File: src/hdl/rht_pkg.sv
// ----------------------------------------------------------------------------
// rht_pkg
// Shared types, codes and helper functions of the read-only hash table.
// ----------------------------------------------------------------------------
`default_nettype none

package rht_pkg;

  // Field widths of the channels.
  localparam int WORD_W        = 32;
  localparam int KEY_WORDS_MAX = 4;
  localparam int KIND_W        = 2;
  localparam int KW_W          = 3;
  localparam int HB_CFG_W      = 4;
  localparam int EB_W          = 5;
  localparam int STATUS_W      = 3;
  localparam int ENTRY_W       = 10;
  localparam int TOTAL_W       = 11;

  // Configuration port.
  localparam int CFG_IDX_W  = 2;
  localparam int CFG_DATA_W = 4;
  localparam logic [CFG_IDX_W-1:0] CFG_HASH_BITS = 2'd0;
  localparam logic [CFG_IDX_W-1:0] CFG_KEY_WORDS = 2'd1;
  localparam logic [HB_CFG_W-1:0]  HASH_BITS_RST = 4'd10;
  localparam logic [KW_W-1:0]      KEY_WORDS_RST = 3'd1;
  localparam int HASH_BITS_MIN = 4;

  // Hash unit constants.
  localparam logic [WORD_W-1:0] HASH_INIT = 32'hdeadbeef;
  localparam int HSTEP_W  = 3;
  localparam logic [HSTEP_W-1:0] MIX_LAST = 3'd5;
  localparam logic [HSTEP_W-1:0] FIN_LAST = 3'd6;

  // Depth of the command queue between front and back.
  localparam int Q_DEPTH = 2;
  localparam int Q_FILL_W = 2;

  typedef logic [KEY_WORDS_MAX-1:0][WORD_W-1:0] key_t;

  typedef enum logic [KIND_W-1:0] {
    OP_QUEUE = 2'd0,
    OP_FIN   = 2'd1,
    OP_LOOK  = 2'd2,
    OP_NONE  = 2'd3
  } op_t;

  typedef enum logic [STATUS_W-1:0] {
    ST_OK       = 3'd0,
    ST_LOCKED   = 3'd1,
    ST_SIZE     = 3'd2,
    ST_FULL     = 3'd3,
    ST_NO_ITEMS = 3'd4
  } status_t;

  // Classified command handed from front to back.
  typedef struct packed {
    op_t  op;
    logic size_ok;
    key_t key;
  } cmd_t;

  // Effective (clamped) register values.
  typedef struct packed {
    logic [EB_W-1:0] bkt_bits;
    logic [KW_W-1:0] key_words;
  } eff_cfg_t;

  typedef struct packed {
    status_t              status;
    logic                 found;
    logic [ENTRY_W-1:0]   entry_index;
    logic [TOTAL_W-1:0]   item_total;
  } res_t;

  typedef enum logic [3:0] {
    BK_IDLE,
    BK_CLR,
    BK_CNT_RD,
    BK_CNT_HASH,
    BK_CNT_WAIT,
    BK_CNT_UPD,
    BK_SCN_RD,
    BK_SCN_ACC,
    BK_PK_RD,
    BK_PK_START,
    BK_PK_WR,
    BK_LK_WAIT,
    BK_LK_BKT,
    BK_LK_RD,
    BK_LK_CMP
  } bk_state_t;

  function automatic logic [WORD_W-1:0] rotl(input logic [WORD_W-1:0] x, input int k);
    return (x << k) | (x >> (WORD_W - k));
  endfunction

  // Compares the first words of two keys.
  function automatic logic keys_match(input key_t x, input key_t y,
                                      input logic [KW_W-1:0] words);
    logic eq;
    eq = 1'b1;
    for (int w = 0; w < KEY_WORDS_MAX; w++) begin
      if ((KW_W'(w) < words) && (x[w] != y[w])) eq = 1'b0;
    end
    return eq;
  endfunction

endpackage

`default_nettype wire

File: src/hdl/rht_ifs.sv
// ----------------------------------------------------------------------------
// rht channel interfaces
// Valid/ready channels for input items, results and register writes.
// ----------------------------------------------------------------------------
`default_nettype none

interface rht_in_if;
  import rht_pkg::*;
  logic                valid;
  logic                ready;
  logic [KIND_W-1:0]   kind;
  logic [KW_W-1:0]     key_len_words;
  logic [WORD_W-1:0]   key_word0;
  logic [WORD_W-1:0]   key_word1;
  logic [WORD_W-1:0]   key_word2;
  logic [WORD_W-1:0]   key_word3;
  modport source (output valid, kind, key_len_words, key_word0, key_word1, key_word2,
                  key_word3, input ready);
  modport sink (input valid, kind, key_len_words, key_word0, key_word1, key_word2,
                key_word3, output ready);
endinterface


interface rht_cfg_if;
  import rht_pkg::*;
  logic                  valid;
  logic                  ready;
  logic [CFG_IDX_W-1:0]  index;
  logic [CFG_DATA_W-1:0] data;
  modport source (output valid, index, data, input ready);
  modport sink (input valid, index, data, output ready);
endinterface

`default_nettype wire

File: src/hdl/rht_front.sv
// ----------------------------------------------------------------------------
// rht_front
// Register file, item classification and a two-entry command queue.
// ----------------------------------------------------------------------------
`default_nettype none

module rht_front #(
  parameter int HASH_BITS_MAX = 10
) (
  input  wire logic          clk,
  input  wire logic          rst_n,
  rht_in_if.sink             in_ch,
  rht_cfg_if.sink            cfg_ch,
  output rht_pkg::cmd_t      cmd,
  output logic               cmd_valid,
  input  wire logic          cmd_pop,
  output rht_pkg::eff_cfg_t  eff
);
  import rht_pkg::*;

  logic [HB_CFG_W-1:0] bkt_bits_r;
  logic [KW_W-1:0]     key_words_r;
  cmd_t                q_r [Q_DEPTH];
  logic                wr_r;
  logic                rd_r;
  logic [Q_FILL_W-1:0] fill_r;
  logic [Q_FILL_W-1:0] fill_nxt;
  logic                push;
  cmd_t                new_cmd;

  // Configuration registers; writes are always taken.
  assign cfg_ch.ready = 1'b1;

  always_ff @(posedge clk) begin
    if (!rst_n) begin
      bkt_bits_r  <= HASH_BITS_RST;
      key_words_r <= KEY_WORDS_RST;
    end else if (cfg_ch.valid) begin
      if (cfg_ch.index == CFG_HASH_BITS) bkt_bits_r <= cfg_ch.data;
      else if (cfg_ch.index == CFG_KEY_WORDS) key_words_r <= cfg_ch.data[KW_W-1:0];
    end
  end

  // Clamp register values to their working ranges.
  always_comb begin
    if (EB_W'(bkt_bits_r) < EB_W'(HASH_BITS_MIN)) eff.bkt_bits = EB_W'(HASH_BITS_MIN);
    else if (EB_W'(bkt_bits_r) > EB_W'(HASH_BITS_MAX)) eff.bkt_bits = EB_W'(HASH_BITS_MAX);
    else eff.bkt_bits = EB_W'(bkt_bits_r);
    if (key_words_r == '0) eff.key_words = KW_W'(1);
    else if (key_words_r > KW_W'(KEY_WORDS_MAX)) eff.key_words = KW_W'(KEY_WORDS_MAX);
    else eff.key_words = key_words_r;
  end

  // Classify the incoming beat.
  always_comb begin
    new_cmd.op      = op_t'(in_ch.kind);
    new_cmd.size_ok = (in_ch.key_len_words == eff.key_words);
    new_cmd.key     = {in_ch.key_word3, in_ch.key_word2, in_ch.key_word1, in_ch.key_word0};
  end

  // Command queue.
  assign in_ch.ready = (fill_r != Q_FILL_W'(Q_DEPTH));
  assign push        = in_ch.valid && in_ch.ready;
  assign cmd_valid   = (fill_r != '0);
  assign cmd         = q_r[rd_r];

  always_comb begin
    fill_nxt = fill_r;
    if (push && !cmd_pop) fill_nxt = fill_r + Q_FILL_W'(1);
    else if (!push && cmd_pop) fill_nxt = fill_r - Q_FILL_W'(1);
  end

  always_ff @(posedge clk) begin
    if (!rst_n) begin
      wr_r   <= 1'b0;
      rd_r   <= 1'b0;
      fill_r <= '0;
    end else begin
      fill_r <= fill_nxt;
      if (push) wr_r <= ~wr_r;
      if (cmd_pop) rd_r <= ~rd_r;
    end
  end

  always_ff @(posedge clk) begin
    if (push) q_r[wr_r] <= new_cmd;
  end

endmodule

`default_nettype wire

File: src/flat_wrapper.sv
// flat-port wrapper written by rule: the top's interface ports become plain ports
module rht_front_flat import rht_pkg::*;
#(
  parameter int HASH_BITS_MAX = 10
)
  (clk, rst_n, cmd, cmd_valid, cmd_pop, eff, in_ch_valid, in_ch_kind, in_ch_key_len_words, in_ch_key_word0, in_ch_key_word1, in_ch_key_word2, in_ch_key_word3, in_ch_ready, cfg_ch_valid, cfg_ch_index, cfg_ch_data, cfg_ch_ready);
  rht_in_if in_ch_i ();
  rht_cfg_if cfg_ch_i ();
  input  wire logic clk;
  input  wire logic rst_n;
  output rht_pkg::cmd_t cmd;
  output logic cmd_valid;
  input  wire logic cmd_pop;
  output rht_pkg::eff_cfg_t eff;
  input wire logic [$bits(in_ch_i.valid)-1:0] in_ch_valid;
  input wire logic [$bits(in_ch_i.kind)-1:0] in_ch_kind;
  input wire logic [$bits(in_ch_i.key_len_words)-1:0] in_ch_key_len_words;
  input wire logic [$bits(in_ch_i.key_word0)-1:0] in_ch_key_word0;
  input wire logic [$bits(in_ch_i.key_word1)-1:0] in_ch_key_word1;
  input wire logic [$bits(in_ch_i.key_word2)-1:0] in_ch_key_word2;
  input wire logic [$bits(in_ch_i.key_word3)-1:0] in_ch_key_word3;
  output wire logic [$bits(in_ch_i.ready)-1:0] in_ch_ready;
  input wire logic [$bits(cfg_ch_i.valid)-1:0] cfg_ch_valid;
  input wire logic [$bits(cfg_ch_i.index)-1:0] cfg_ch_index;
  input wire logic [$bits(cfg_ch_i.data)-1:0] cfg_ch_data;
  output wire logic [$bits(cfg_ch_i.ready)-1:0] cfg_ch_ready;
  assign in_ch_i.valid = in_ch_valid;
  assign in_ch_i.kind = in_ch_kind;
  assign in_ch_i.key_len_words = in_ch_key_len_words;
  assign in_ch_i.key_word0 = in_ch_key_word0;
  assign in_ch_i.key_word1 = in_ch_key_word1;
  assign in_ch_i.key_word2 = in_ch_key_word2;
  assign in_ch_i.key_word3 = in_ch_key_word3;
  assign in_ch_ready = in_ch_i.ready;
  assign cfg_ch_i.valid = cfg_ch_valid;
  assign cfg_ch_i.index = cfg_ch_index;
  assign cfg_ch_i.data = cfg_ch_data;
  assign cfg_ch_ready = cfg_ch_i.ready;
  rht_front #(.HASH_BITS_MAX(HASH_BITS_MAX)) u_core (.clk(clk), .rst_n(rst_n), .in_ch(in_ch_i), .cfg_ch(cfg_ch_i), .cmd(cmd), .cmd_valid(cmd_valid), .cmd_pop(cmd_pop), .eff(eff));
endmodule
File: config.mk
export PLATFORM = sky130hd
export DESIGN_NAME = rht_front_flat
export DESIGN_NICKNAME = d
export VERILOG_FILES = /design/src/hdl/rht_pkg.sv /design/src/hdl/rht_ifs.sv /design/src/hdl/rht_front.sv /design/src/flat_wrapper.sv
export SDC_FILE = /design/constraint.sdc
export NUM_CORES = 1
export LEC_CHECK = 0
export BUFFER_PORTS_ARGS = -buffer_cell sky130_fd_sc_hd__buf_2
export CAP_MARGIN = 40
export CORE_MARGIN = 10
export CORE_UTILIZATION = 52
export CTS_CLUSTER_SIZE = 30
export DETAILED_ROUTE_END_ITERATION = 8
export GPL_ROUTABILITY_DRIVEN = 0
export PLACE_DENSITY = 0.79
export SLEW_MARGIN = 0
export SYNTH_ARGS = -nofsm -noshare
export SYNTH_HDL_FRONTEND = slang
export SYNTH_SLANG_ARGS = --single-unit
File: constraint.sdc
create_clock -name clk -period 5.66 [get_ports clk]
set_input_delay 0.849 -clock clk [delete_from_list [all_inputs] [get_ports clk]]
set_output_delay 0.849 -clock clk [all_outputs]
set_load 0.01 [all_outputs]
==> flow_metrics.py <==
metrics = {
    "timing": {
        "slew_viol_final": 0,
        "finClkSkew_ns": 0.00791,
        "slew_headroom_pct": 49.2,
        "worst_pin_slew_ns": 0.761,
        "period_minus_slack_ns": 3.31,
        "hold_viol_final": 0,
        "fin_tns_setup_ns": 0,
        "rsz0062_at_grt": "false",
        "finalCritPeriodShare_pct": 58.5,
        "setup_viol": 0,
        "max_freq_ghz": 0.302,
    },
    "clocking": {
        "postCtsSetupBuffers": 0,
        "clk_latency_ns": 0.52,
        "cts_root_buf": "clkbuf_16",
        "path_clk_slew_ns": 0.06,
        "hold_buffers": 0,
        "cts_resized": 0,
        "cts_tree": "built",
        "clockBufferDepth": 3,
        "numCtsBuffers": 28,
        "clock_sinks": 274,
        "cts_max_level": 1,
    },
    "hold_path": {
        "hp-class": "flip-flop to flip-flop",
        "holdCritStartpoint": "u_core.bkt_bits_r[0]",
        "whs_path_depth": 2,
        "hold-path-endpoint": "u_core.bkt_bits_r[0]",
    },
    "finish": {
        "fin_area_mm2": 0.0130,
        "final_cell_mix": "buf_2, edfxtp_1, mux2_4",
        "drive_gt1_share_pct": 58.2,
        "n_fill_cell": 1360,
        "nets": 920,
        "diodes": 0,
        "area.growth.synth_to_final_pct": 24.3,
        "multiInputGateArea_mm2": 0.00217,
        "seqCellArea_mm2": 0.00811,
        "layout_commonest_cell": "buf_2",
    },
    "floorplan": {
        "dieArea_mm2": 0.0262,
        "core_mm2": 0.0197,
        "initial_utilization_pct": 53.2,
        "row_count": 51,
        "io_pins": 286,
        "die_width_um": 162,
        "dieHeight_um": 162,
    },
    "route": {
        "ant_nets": 0,
        "post_drt_wl_per_cell_um": 20.5,
        "dr.pass1.iters": 4,
        "drc": 0,
        "vias_per_cell": 5.06,
        "wl_um": 21800,
        "vias": 5372,
        "drt_iter0_drc": 285,
    },
    "worst_setup_path": {
        "crit_fanout": 65,
        "crit_type": "flip-flop to output port",
        "crit_required_ns": 4.81,
        "r2r_start": "u_core.fill_r[0]",
        "r2r_slack_ns": 3.39,
        "cp-start-kind": "flip-flop",
        "rr_endpoint": "u_core.q_r[1][48]",
        "cp.arrival_ns": 2.46,
        "reg2reg_depth": 3,
        "end_kind": "output port",
    },
    "logic_synthesis": {
        "yosys_warnings": 0,
        "synth_area_mm2": 0.0105,
        "syn-num-nets": 621,
        "ys_seq_elements": 274,
        "post_synth_num_cell_types": 35,
        "avgSynthCellArea_um2": 22.0,
        "synthCells": 476,
        "ys_seq_area_share_pct": 77.5,
    },
    "placed_design": {
        "post_dp_cell_area_mm2": 0.0121,
        "portBuffers": 283,
        "dp_hpwl_um": 15700,
    },
    "pwr": {
        "leakagePower_nw": 5.12,
        "total_power_w": 0.00495,
        "p_seq_share_pct": 50.7,
        "switchingPower_w": 0.00113,
        "comb_power_share_pct": 14.5,
        "clock_power_share_pct": 34.8,
        "max-vdd-ir-drop_mv": 0.279,
        "swShare_pct": 22.9,
        "p_per_area_mw_per_mm2": 381,
        "intPower_w": 0.00382,
    },
    "grt": {
        "antenna_found_initial": 1,
        "grt_max_degree": 66,
        "grt_pass1_wl_um": 33200,
        "grt_usage_pct": 15.8,
        "grt_pass1_vias": 5892,
        "grt-ovfl-total": 0,
    },
    "flow_run": {
        "cap_violations": 0,
    },
    "status": {
        "status": "completed",
    },
}
## worst max path at each step
stage	from	to	slack [ns]	cells after the start
2_1_floorplan	in_ch_valid	u_core.q_r[1][0]	1.24	1
3_5_place_dp	flip-flop	cmd[44]	2.90	4
4_1_cts	flip-flop	cmd[44]	2.34	4
5_1_grt	flip-flop	cmd[44]	2.24	4
6_report	flip-flop	cmd[44]	2.35	4
3_3_place_gp	flip-flop	cmd[44]	2.70	3
## flip-flops by register name, summed over array words and instances, names as in the netlist, named ones only
register and cells:
u_core.q_r 262, u_core.rd_r 1, u_core.bkt_bits_r 4, u_core.wr_r 1
u_core.key_words_r 3, u_core.fill_r 2
## worst max-delay path, cell delays in order, from the launching register on
cell and delay [ns]:
dfxtp_4 0.56, buf_16 0.30, buf_12 0.43, mux2_4 0.36, buf_2 0.15
## Yosys cell counts
| library cell | number | share of area [%] |
|---|---|---|
| nor3b_1 | 2 | 0.14 |
| xnor2_1 | 2 | 0.17 |
| mux2_2 | 41 | 4.4 |
| o21ai_0 | 1 | 0.048 |
| buf_6 | 10 | 1.1 |
| buf_8 | 1 | 0.14 |
| and3_1 | 1 | 0.060 |
| inv_1 | 4 | 0.14 |
| a31oi_1 | 1 | 0.060 |
| buf_2 | 4 | 0.19 |
| and2_1 | 4 | 0.24 |
| clkbuf_1 | 3 | 0.11 |
| nor2b_1 | 6 | 0.36 |
| mux2_4 | 90 | 13 |
| nand2_1 | 3 | 0.11 |
| edfxtp_1 | 262 | 75 |
| nand3b_1 | 2 | 0.14 |
| ha_1 | 1 | 0.12 |
| a21oi_1 | 2 | 0.096 |
| nor3b_4 | 1 | 0.18 |
| mux2i_1 | 6 | 0.57 |
| buf_4 | 2 | 0.14 |
| o31ai_1 | 1 | 0.072 |
| a21bo_2 | 1 | 0.096 |
| maj3_1 | 1 | 0.096 |
| nand3_1 | 1 | 0.048 |
| or3_1 | 1 | 0.060 |
| or2_2 | 1 | 0.060 |
| nand2b_4 | 1 | 0.13 |
| xor2_1 | 2 | 0.17 |
| dfxtp_1 | 12 | 2.3 |
| a21boi_0 | 2 | 0.14 |
| conb_1 | 2 | 0.072 |
| nor2_1 | 1 | 0.036 |
| o211ai_1 | 1 | 0.072 |
## logic make-up after synthesis
family / count (synthesis) / synth area share, %
multiplexers: 137 / 17.9
buffers and inverters: 24 / 1.81
AND/OR/NAND/NOR: 24 / 1.57
flip-flops: 274 / 77.5
XOR/XNOR: 4 / 0.335
other: 2 / 0.0718
AO/OA/AOI/OAI: 9 / 0.586
adder cells (fa/ha/maj): 2 / 0.215
## stage by stage
stage                     setup slack, ns  utilization [%]  hold slack, ns  std cells
final                                2.35             66.1           0.517       1062
after global routing                 2.24             66.1           0.493       1062
after CTS                            2.34             66.1           0.495       1062
after detailed placement             2.90             61.7           0.504       1010
after global placement               2.70             61.5           0.493       1009
after floorplan                      1.24                -           0.472        476
## final cells by class
cell class                 count  share of cell area, %
tap                          265                   2.55
clock buffer                  36                   5.79
clock inverter                16                  0.943
timing repair buffer         289                   11.5
inverter                       4                  0.135
sequential                   274                   62.4
multi-input combinational    178                   16.7
## power by group through the flow
stage	sequential (W)	combinational [W]	clock, W
2_1_floorplan	0.00255	0.000453	0
3_3_place_gp	0.00256	0.000698	0
3_5_place_dp	0.00255	0.000734	0
4_1_cts	0.00251	0.000736	0.00176
5_1_grt	0.00253	0.000779	0.00185
6_report	0.00251	0.000719	0.00172
## per-layer routing
layer  wire, um  track usage [%]
met1       8550             19.0
met2      10600             26.3
met3       2330             6.55
met4        277             3.27
met5         20                0
Note: power is estimated with default switching activity, not from simulation.
